File: src/tte_pkg.sv
// shared constants and bundle types for the tap tempo estimator
// no dependencies; used by tte_front and tap_tempo_estimator
package tte_pkg;

  localparam int TIME_WIDTH_DEF = 32;
  localparam int MAX_RUN_DEF    = 4;
  localparam int CFG_WIDTH      = 32;
  localparam int TAPS_W         = 3;

  localparam logic [CFG_WIDTH-1:0] MSL_RESET = 32'd200;

  // one bit of each operand, least significant first
  typedef struct packed {
    logic prev;
    logic period;
    logic msl;
    logic tap;
    logic half;
  } front_bits_t;

  // outcome of the scan pass
  typedef struct packed {
    logic lt;
    logic gt_pos;
    logic gt_neg;
    logic ge;
    logic d_sign;
  } front_flags_t;

endpackage

File: src/tte_front.sv
// bit-serial scan cell: deviation, interval and limit compares, lsb first
// depends on tte_pkg for the bit and flag bundles
module tte_front (
  input  logic                  clk,
  input  logic                  en,
  input  logic                  first,
  input  tte_pkg::front_bits_t  bits,
  output logic                  d_bit,
  output logic                  nd_bit,
  output tte_pkg::front_flags_t flags
);

  logic [1:0] c_d;
  logic [1:0] c_nd;
  logic       c_sum;
  logic       c_iv;
  logic [2:0] s_d;
  logic [2:0] s_nd;
  logic [1:0] s_sum;
  logic [1:0] s_iv;
  logic       sum_bit;
  logic       iv_bit;

  always_comb begin
    // d = prev + period - tap
    s_d = {2'b00, bits.prev} + {2'b00, bits.period} + {2'b00, ~bits.tap}
        + (first ? 3'd1 : {1'b0, c_d});
    // nd = tap - prev - period
    s_nd = {2'b00, bits.tap} + {2'b00, ~bits.prev} + {2'b00, ~bits.period}
         + (first ? 3'd2 : {1'b0, c_nd});
    // prev + max step length
    s_sum = {1'b0, bits.prev} + {1'b0, bits.msl} + (first ? 2'd0 : {1'b0, c_sum});
    // interval = tap - prev
    s_iv = {1'b0, bits.tap} + {1'b0, ~bits.prev} + (first ? 2'd1 : {1'b0, c_iv});
    d_bit   = s_d[0];
    nd_bit  = s_nd[0];
    sum_bit = s_sum[0];
    iv_bit  = s_iv[0];
  end

  always_ff @(posedge clk) begin
    if (en) begin
      c_d   <= s_d[2:1];
      c_nd  <= s_nd[2:1];
      c_sum <= s_sum[1];
      c_iv  <= s_iv[1];
      // lsb-first compares: a higher differing bit overrides
      flags.lt     <= (sum_bit != bits.tap) ? bits.tap : (first ? 1'b0 : flags.lt);
      flags.gt_pos <= (d_bit != bits.half) ? d_bit : (first ? 1'b0 : flags.gt_pos);
      flags.gt_neg <= (nd_bit != bits.half) ? nd_bit : (first ? 1'b0 : flags.gt_neg);
      flags.ge     <= (iv_bit != bits.period) ? iv_bit : (first ? 1'b1 : flags.ge);
      flags.d_sign <= d_bit;
    end
  end

endmodule

File: src/tte_divider.sv
// restoring divider cell, one dividend bit per enabled cycle msb first
// divisor is narrow (run count plus one); no package dependencies
module tte_divider #(
  parameter int CW = 3
) (
  input  logic          clk,
  input  logic          start,
  input  logic          en,
  input  logic          bit_in,
  input  logic [CW-1:0] divisor,
  output logic          q_bit,
  output logic          rem_nz
);

  logic [CW-1:0] rem;
  logic [CW-1:0] rem_next;
  logic [CW:0]   trial;
  logic [CW:0]   trial_sub;

  always_comb begin
    trial     = {rem, bit_in};
    trial_sub = trial - {1'b0, divisor};
    q_bit     = (trial >= {1'b0, divisor});
    rem_next  = q_bit ? trial_sub[CW-1:0] : trial[CW-1:0];
    rem_nz    = |rem;
  end

  always_ff @(posedge clk) begin
    if (start) begin
      rem <= '0;
    end else if (en) begin
      rem <= rem_next;
    end
  end

endmodule

File: src/tte_adder.sv
// serial adder cell with a carry flop, lsb first
// no package dependencies
module tte_adder (
  input  logic clk,
  input  logic en,
  input  logic first,
  input  logic cin,
  input  logic a,
  input  logic b,
  output logic sum_bit
);

  logic carry;
  logic c;

  always_comb begin
    c       = first ? cin : carry;
    sum_bit = a ^ b ^ c;
  end

  always_ff @(posedge clk) begin
    if (en) begin
      carry <= (a & b) | (a & c) | (b & c);
    end
  end

endmodule

File: src/tap_tempo_estimator.sv
// tap tempo estimator top level: sequencer, shift registers and output register
// depends on tte_pkg, tte_front, tte_divider and tte_adder
//
// each request on the input channel is the timestamp of one tap; each tap gives
// one result: whether it began a new run, the averaged tap period and the
// saturating count of intervals in the run. a tap restarts the run when it is
// the first since reset, when it comes later than the last tap plus
// max_step_length (wrapping), or when the run already has intervals and the
// tap deviates from the predicted time by more than half the period. otherwise
// the interval is folded in as floor((period*count + interval)/(count+1)).
// all arithmetic is bit serial, one bit per clock: a scan pass runs every
// compare and difference at once, then a tap that keeps the run takes a
// restoring divide pass and a serial add pass. a restarting tap goes through
// the scan, decide and finish states; an averaged tap goes through scan,
// decide, divide, add and finish before the next tap is accepted.
// a finished result sits in the output register, so the next tap is taken
// while it waits. max_step_length resets to 200 and is written only while idle
module tap_tempo_estimator #(
  parameter int TIME_WIDTH = tte_pkg::TIME_WIDTH_DEF,
  parameter int MAX_RUN    = tte_pkg::MAX_RUN_DEF
) (
  input  logic                           clk,
  input  logic                           rst,
  // tap input
  input  logic                           in_valid,
  output logic                           in_stall,
  input  logic [TIME_WIDTH-1:0]          tap_time,
  // result output
  output logic                           out_valid,
  input  logic                           out_stall,
  output logic                           restarted,
  output logic [TIME_WIDTH-1:0]          tap_period,
  output logic [tte_pkg::TAPS_W-1:0]     taps_in_run,
  // max step length write
  input  logic                           cfg_valid,
  output logic                           cfg_ready,
  input  logic [tte_pkg::CFG_WIDTH-1:0]  max_step_length
);

  localparam int CNT_W = $clog2(TIME_WIDTH);
  localparam int NW    = $clog2(MAX_RUN + 1);
  localparam int CW    = $clog2(MAX_RUN + 2);
  localparam int TW    = tte_pkg::TAPS_W;
  localparam logic [CNT_W-1:0] LAST = CNT_W'(TIME_WIDTH - 1);

  typedef enum logic [2:0] {
    S_IDLE,
    S_SCAN,
    S_DECIDE,
    S_DIV,
    S_ADD,
    S_FINISH
  } state_t;

  state_t state;

  logic [CNT_W-1:0]      cnt;
  logic [TIME_WIDTH-1:0] prev;     // last tap time
  logic [TIME_WIDTH-1:0] period;   // averaged period
  logic [TIME_WIDTH-1:0] msl;      // max step length
  logic [TIME_WIDTH-1:0] tq;       // tap under work
  logic [TIME_WIDTH-1:0] dreg;     // prev + period - tap
  logic [TIME_WIDTH-1:0] ndreg;    // tap - prev - period
  logic [TIME_WIDTH-1:0] qreg;     // dividend, then quotient
  logic [NW-1:0]         count;
  logic                  started;
  logic                  res_restart;

  tte_pkg::front_bits_t  fbits;
  tte_pkg::front_flags_t flags;
  logic                  d_bit;
  logic                  nd_bit;
  logic                  cnt_last;
  logic                  restart_now;
  logic [CW-1:0]         divisor;
  logic                  q_bit;
  logic                  rem_nz;
  logic                  sum_bit;

  assign in_stall  = (state != S_IDLE);
  assign cfg_ready = (state == S_IDLE);
  assign cnt_last  = (cnt == LAST);

  // registers rotate right during the scan, so bit 0 is the current bit;
  // half the period is the next bit up, zero at the top position
  always_comb begin
    fbits.prev   = prev[0];
    fbits.period = period[0];
    fbits.msl    = msl[0];
    fbits.tap    = tq[0];
    fbits.half   = !cnt_last && period[1];
  end

  // deviation magnitude is d or -d by the sign of d; -d covers the most
  // negative value as an unsigned half range, which always restarts a run with intervals
  assign restart_now = !started || flags.lt ||
                       ((count != '0) && (flags.d_sign ? flags.gt_neg : flags.gt_pos));

  assign divisor = CW'(count) + CW'(1);

  tte_front u_front (
    .clk   (clk),
    .en    (state == S_SCAN),
    .first (cnt == '0),
    .bits  (fbits),
    .d_bit (d_bit),
    .nd_bit(nd_bit),
    .flags (flags)
  );

  // dividend is interval - period when the interval is not shorter, else
  // period - interval; both were captured by the scan
  tte_divider #(
    .CW(CW)
  ) u_divider (
    .clk    (clk),
    .start  (state == S_DECIDE),
    .en     (state == S_DIV),
    .bit_in (qreg[TIME_WIDTH-1]),
    .divisor(divisor),
    .q_bit  (q_bit),
    .rem_nz (rem_nz)
  );

  // period + q, or period - q - (remainder nonzero) for the ceiling case
  tte_adder u_adder (
    .clk    (clk),
    .en     (state == S_ADD),
    .first  (cnt == '0),
    .cin    (!flags.ge && !rem_nz),
    .a      (period[0]),
    .b      (flags.ge ? qreg[0] : !qreg[0]),
    .sum_bit(sum_bit)
  );

  always_ff @(posedge clk) begin
    if (rst) begin
      state     <= S_IDLE;
      cnt       <= '0;
      out_valid <= 1'b0;
      started   <= 1'b0;
      count     <= '0;
      prev      <= '0;
      period    <= '0;
      msl       <= TIME_WIDTH'(tte_pkg::MSL_RESET);
    end else begin
      if (cfg_valid && cfg_ready) begin
        msl <= TIME_WIDTH'(max_step_length);
      end
      // a finishing tap reloads the output register itself
      if (out_valid && !out_stall && state != S_FINISH) begin
        out_valid <= 1'b0;
      end
      case (state)
        S_IDLE: begin
          if (in_valid) begin
            tq    <= tap_time;
            cnt   <= '0;
            state <= S_SCAN;
          end
        end
        S_SCAN: begin
          prev   <= {prev[0], prev[TIME_WIDTH-1:1]};
          period <= {period[0], period[TIME_WIDTH-1:1]};
          msl    <= {msl[0], msl[TIME_WIDTH-1:1]};
          tq     <= {tq[0], tq[TIME_WIDTH-1:1]};
          dreg   <= {d_bit, dreg[TIME_WIDTH-1:1]};
          ndreg  <= {nd_bit, ndreg[TIME_WIDTH-1:1]};
          if (cnt_last) begin
            cnt   <= '0;
            state <= S_DECIDE;
          end else begin
            cnt <= cnt + CNT_W'(1);
          end
        end
        S_DECIDE: begin
          started <= 1'b1;
          if (restart_now) begin
            prev        <= tq;
            period      <= '0;
            count       <= '0;
            res_restart <= 1'b1;
            state       <= S_FINISH;
          end else begin
            qreg        <= flags.ge ? ndreg : dreg;
            res_restart <= 1'b0;
            state       <= S_DIV;
          end
        end
        S_DIV: begin
          qreg <= {qreg[TIME_WIDTH-2:0], q_bit};
          if (cnt_last) begin
            cnt   <= '0;
            state <= S_ADD;
          end else begin
            cnt <= cnt + CNT_W'(1);
          end
        end
        S_ADD: begin
          period <= {sum_bit, period[TIME_WIDTH-1:1]};
          qreg   <= {1'b0, qreg[TIME_WIDTH-1:1]};
          if (cnt_last) begin
            cnt   <= '0;
            prev  <= tq;
            count <= (count == NW'(MAX_RUN)) ? count : count + NW'(1);
            state <= S_FINISH;
          end else begin
            cnt <= cnt + CNT_W'(1);
          end
        end
        S_FINISH: begin
          if (!out_valid || !out_stall) begin
            out_valid   <= 1'b1;
            restarted   <= res_restart;
            tap_period  <= period;
            taps_in_run <= TW'(count);
            state       <= S_IDLE;
          end
        end
        default: begin
          state <= S_IDLE;
        end
      endcase
    end
  end

`ifndef SYNTHESIS
  // run count never passes its ceiling
  a_count_bound: assert property (@(posedge clk) disable iff (rst)
    count <= NW'(MAX_RUN))
    else $error;

  // a restart always reports an empty run
  a_restart_zero: assert property (@(posedge clk) disable iff (rst)
    out_valid && restarted |-> (tap_period == '0) && (taps_in_run == '0))
    else $error;

  // the scan rotation hands back prev, period and msl unchanged
  a_scan_rotate: assert property (@(posedge clk) disable iff (rst)
    state == S_DECIDE |-> (prev == $past(prev, TIME_WIDTH)) &&
                          (period == $past(period, TIME_WIDTH)) &&
                          (msl == $past(msl, TIME_WIDTH)))
    else $error;
`endif

endmodule
File: config.mk
export PLATFORM = sky130hd
export DESIGN_NAME = tap_tempo_estimator
export DESIGN_NICKNAME = d
export VERILOG_FILES = /design/src/tte_pkg.sv /design/src/tte_front.sv /design/src/tte_divider.sv /design/src/tte_adder.sv /design/src/tap_tempo_estimator.sv
export SDC_FILE = /design/constraint.sdc
export NUM_CORES = 1
export LEC_CHECK = 0
export ABC_AREA = 0
export BUFFER_PORTS_ARGS = -buffer_cell sky130_fd_sc_hd__buf_2
export CORE_UTILIZATION = 30
export DETAILED_ROUTE_END_ITERATION = 12
export PLACE_DENSITY_LB_ADDON = 0.05
export SLEW_MARGIN = 20
export SYNTH_ARGS = -nofsm -noshare
export SYNTH_HDL_FRONTEND = slang
export SYNTH_SLANG_ARGS = --single-unit
File: constraint.sdc
create_clock -name clk -period 5 [get_ports clk]
set_input_delay 1.5 -clock clk [delete_from_list [all_inputs] [get_ports clk]]
set_output_delay 1.5 -clock clk [all_outputs]
set_load 0.05 [all_outputs]
==> metrics <==
status completed; # resized after CTS 0; first-pass GRT wire length 44.2 mm; CTS Hold Buffers Added 0; Setup TNS 0 ps; Fin Clk Skew 17.9 ps; clock latency on the worst-skew pair 520 ps; Reg power frac 0.489; I/O pins 108; max_cap viols 0; Power Density 379 nW/µm²; CTS root buf clkbuf_16; 1st-iter DRT viols 505; CTS H-Tree Depth 2; Post-synth EDFFs 177; gr usage total 0.132; Slew Limit Fails 0; power share of the clock group 0.442; Yosys cell types 58; core area 40800 µm²; Chip Height 205 µm; Leak 0.00530 µW; P&R area growth vs syn 16.8%; WS Path Type reg -> reg; register bit total from synthesis 289; clk slew on worst S/H paths 60 ps; Pre-antenna DRT Iters 4; Port Buffers 107; via count 7910; number of buffers created by CTS 36; Max Fclk 0.292 GHz; CTS tree done; clk buf depth 3; Post-Syn Area 12400 µm²; layout cells sized above 1 0.212; CTS Sinks 289; final hold violations 0; Cells after DPL 1608; Final Setup Violations 0; minimum clock period 3420 ps; Post-Place Worst Slack 1590 ps; Worst VDD drop 0.173 mV; WHS Path Cells 0; Residual DRC 0; hold_ws 431 ps; Synth Flop Type edfxtp_1; fin crit share 0.685; initial antenna violation count 0; Starting Density 0.304; worst hold path class reg -> reg; n_diodes 0; crit path DAT 3770 ps; Final Routed Wirelength 26.9 mm; DR vias/cell 4.73; Syn. warnings 0; final setup margin 1580 ps; Avg Synthesized Cell Area 12.0 µm²; worst-margin pin slew 1050 ps; total die area 42100 µm²; Slew HR 0.302; Synth Net Count 1117; Post-Synthesis Cells 1030; top post-synthesis cells by area edfxtp_1, dfxtp_1, nand2_1, mux2i_1, a221oi_2; global route hottest layer met2; Fillers 4093; post-CTS setup buffers 0; Final #Nets 1201; Switching Share 0.229; unrepaired setup endpoints after global routing false; met2 global-route usage 0.205; average routed wire per standard cell 16.1 µm; hpwl dp 16.2 mm; Post-Layout Cell Count 1672; GP Congestion 0.710; crit path max fanout 37; largest net degree at the start of global routing 98; Setup crit end kind register; FP Rows 74; GR Util met1 0.182; Seq/Total Area, Yosys 0.610; Int Power 4230 µW; vias in the first global route 8065; Antenna Nets Post-Route 0; met3 GRT Util 0.0304; Gate power share 0.069; post-synth top area share 0.429; NetSw 1260 µW; DIE WIDTH 205 µm; post-synth top area cell edfxtp_1; R2R cell count 5; gr ovfl total 0; crit path launch type register; Worst EP required 5350 ps; Post-synth ARST share 0
## critical path: stages (launching register included)
cell and delay, ps:
dfxtp_1 700, or3b_1 580, inv_4 390, a21o_4 440, nand2b_2 900, a221oi_1 220
## kinds of logic (layout without fill, tap and decap cells)
logic type | Yosys count | count (layout) | synth area share
simple gates | 339 | 339 | 0.120
flops | 289 | 289 | 0.610
compound gates | 206 | 206 | 0.147
buf+inv | 102 | 212 | 0.0397
mux | 67 | 67 | 0.0542
fa+ha+maj | 18 | 18 | 0.0230
xor+xnor | 9 | 9 | 0.00636
## Yosys cell counts (all sizes together) (2+ instances only)
| cell type | count |
|---|---|
| a21oi | 16 |
| and3 | 4 |
| a31oi | 3 |
| a22oi | 34 |
| ha | 10 |
| a21o | 3 |
| nor2b | 9 |
| a311oi | 29 |
| xor2 | 3 |
| o22ai | 29 |
| o21a | 3 |
| o31ai | 2 |
| and2 | 2 |
| clkbuf | 42 |
| a211oi | 3 |
| nand4 | 2 |
| edfxtp | 177 |
| a221oi | 33 |
| inv | 25 |
| o32ai | 3 |
| nand3 | 3 |
| dfxtp | 112 |
| nor3 | 5 |
| nor2 | 86 |
| buf | 35 |
| fa | 8 |
| mux2i | 66 |
| o21bai | 3 |
| nand2 | 177 |
| nand2b | 38 |
| xnor2 | 6 |
| o21ai | 40 |
| nand3b | 2 |
| or3b | 3 |
## flip-flops by register name, summed over array words and instances (netlist names)
| name | cells |
|---|---|
| dreg | 32 |
| msl | 32 |
| ndreg | 32 |
| period | 32 |
| prev | 32 |
| qreg | 32 |
| tap_period | 32 |
| tq | 32 |
| cnt | 5 |
| u_front.flags | 5 |
| count | 3 |
| state | 3 |
| taps_in_run | 3 |
| u_divider.rem | 3 |
| u_front.c_d | 2 |
| u_front.c_nd | 2 |
| out_valid | 1 |
| res_restart | 1 |
| restarted | 1 |
| started | 1 |
| u_adder.carry | 1 |
| u_front.c_iv | 1 |
| u_front.c_sum | 1 |
## power groups by stage
stage	logic, µW	registers (µW)	clock network [µW]
2_1_floorplan	301	2710	0
3_3_place_gp	384	2740	0
3_5_place_dp	387	2730	0
4_1_cts	388	2690	2530
5_1_grt	431	2700	2630
6_report	379	2680	2420
## placed cells by master, fill, tap and decap left out, drive strengths merged, types with 2 or more instances in the layout
cell,netlist,layout
nor3,5,5
nand2b,38,38
o21bai,3,3
o32ai,3,3
a211oi,3,3
nand3,3,3
fa,8,8
o31ai,2,2
clkbuf,42,52
xnor2,6,6
dfxtp,112,112
mux2i,66,66
o21a,3,3
a31oi,3,3
nand3b,2,2
a22oi,34,34
ha,10,10
clkinv,0,11
o21ai,40,40
a21o,3,3
o22ai,29,29
nor2b,9,9
xor2,3,3
and2,2,2
a311oi,29,29
edfxtp,177,177
nor2,86,86
buf,35,123
or3b,3,3
nand4,2,2
a221oi,33,33
inv,25,25
nand2,177,177
and3,4,4
a21oi,16,16
## final cells by class
cell class,instances,area [µm²],area share
clock inverter,12,76.3,0.00527
timing repair buffer,123,691,0.0477
sequential,289,7560,0.522
tap,532,666,0.0460
clock buffer,52,1010,0.0699
inverter,25,98.8,0.00683
multi-input combinational,639,4380,0.302
## through the flow
step / area (µm²) / utilization / power, µW
2_1_floorplan: 12400 / - / 3020
3_3_place_gp: 13400 / 0.327 / 3120
3_5_place_dp: 13400 / 0.328 / 3120
4_1_cts: 14500 / 0.355 / 5610
5_1_grt: 14500 / 0.355 / 5760
6_report: 14500 / 0.355 / 5490
## path summary, 6_finish.rpt
path                            slack (ps)                       to                   start
worst max-delay path                  1580    prev[31]$_SDFFE_PP0P_   state[2]$_SDFFE_PP0P_
worst min-delay path                   430  tap_period[9]$_DFFE_PP_  period[9]$_SDFFE_PP0P_
worst max register to register        1580    prev[31]$_SDFFE_PP0P_   state[2]$_SDFFE_PP0P_
worst min register to register         430  tap_period[9]$_DFFE_PP_  period[9]$_SDFFE_PP0P_
## routing by layer
metal  wire (µm)  up-vias
met1       13300     3843
met3         960       42
li1            -     3920
met4         535        0
met5           0        -
met2       12100      105
Note: power is estimated with default switching activity, not from simulation.
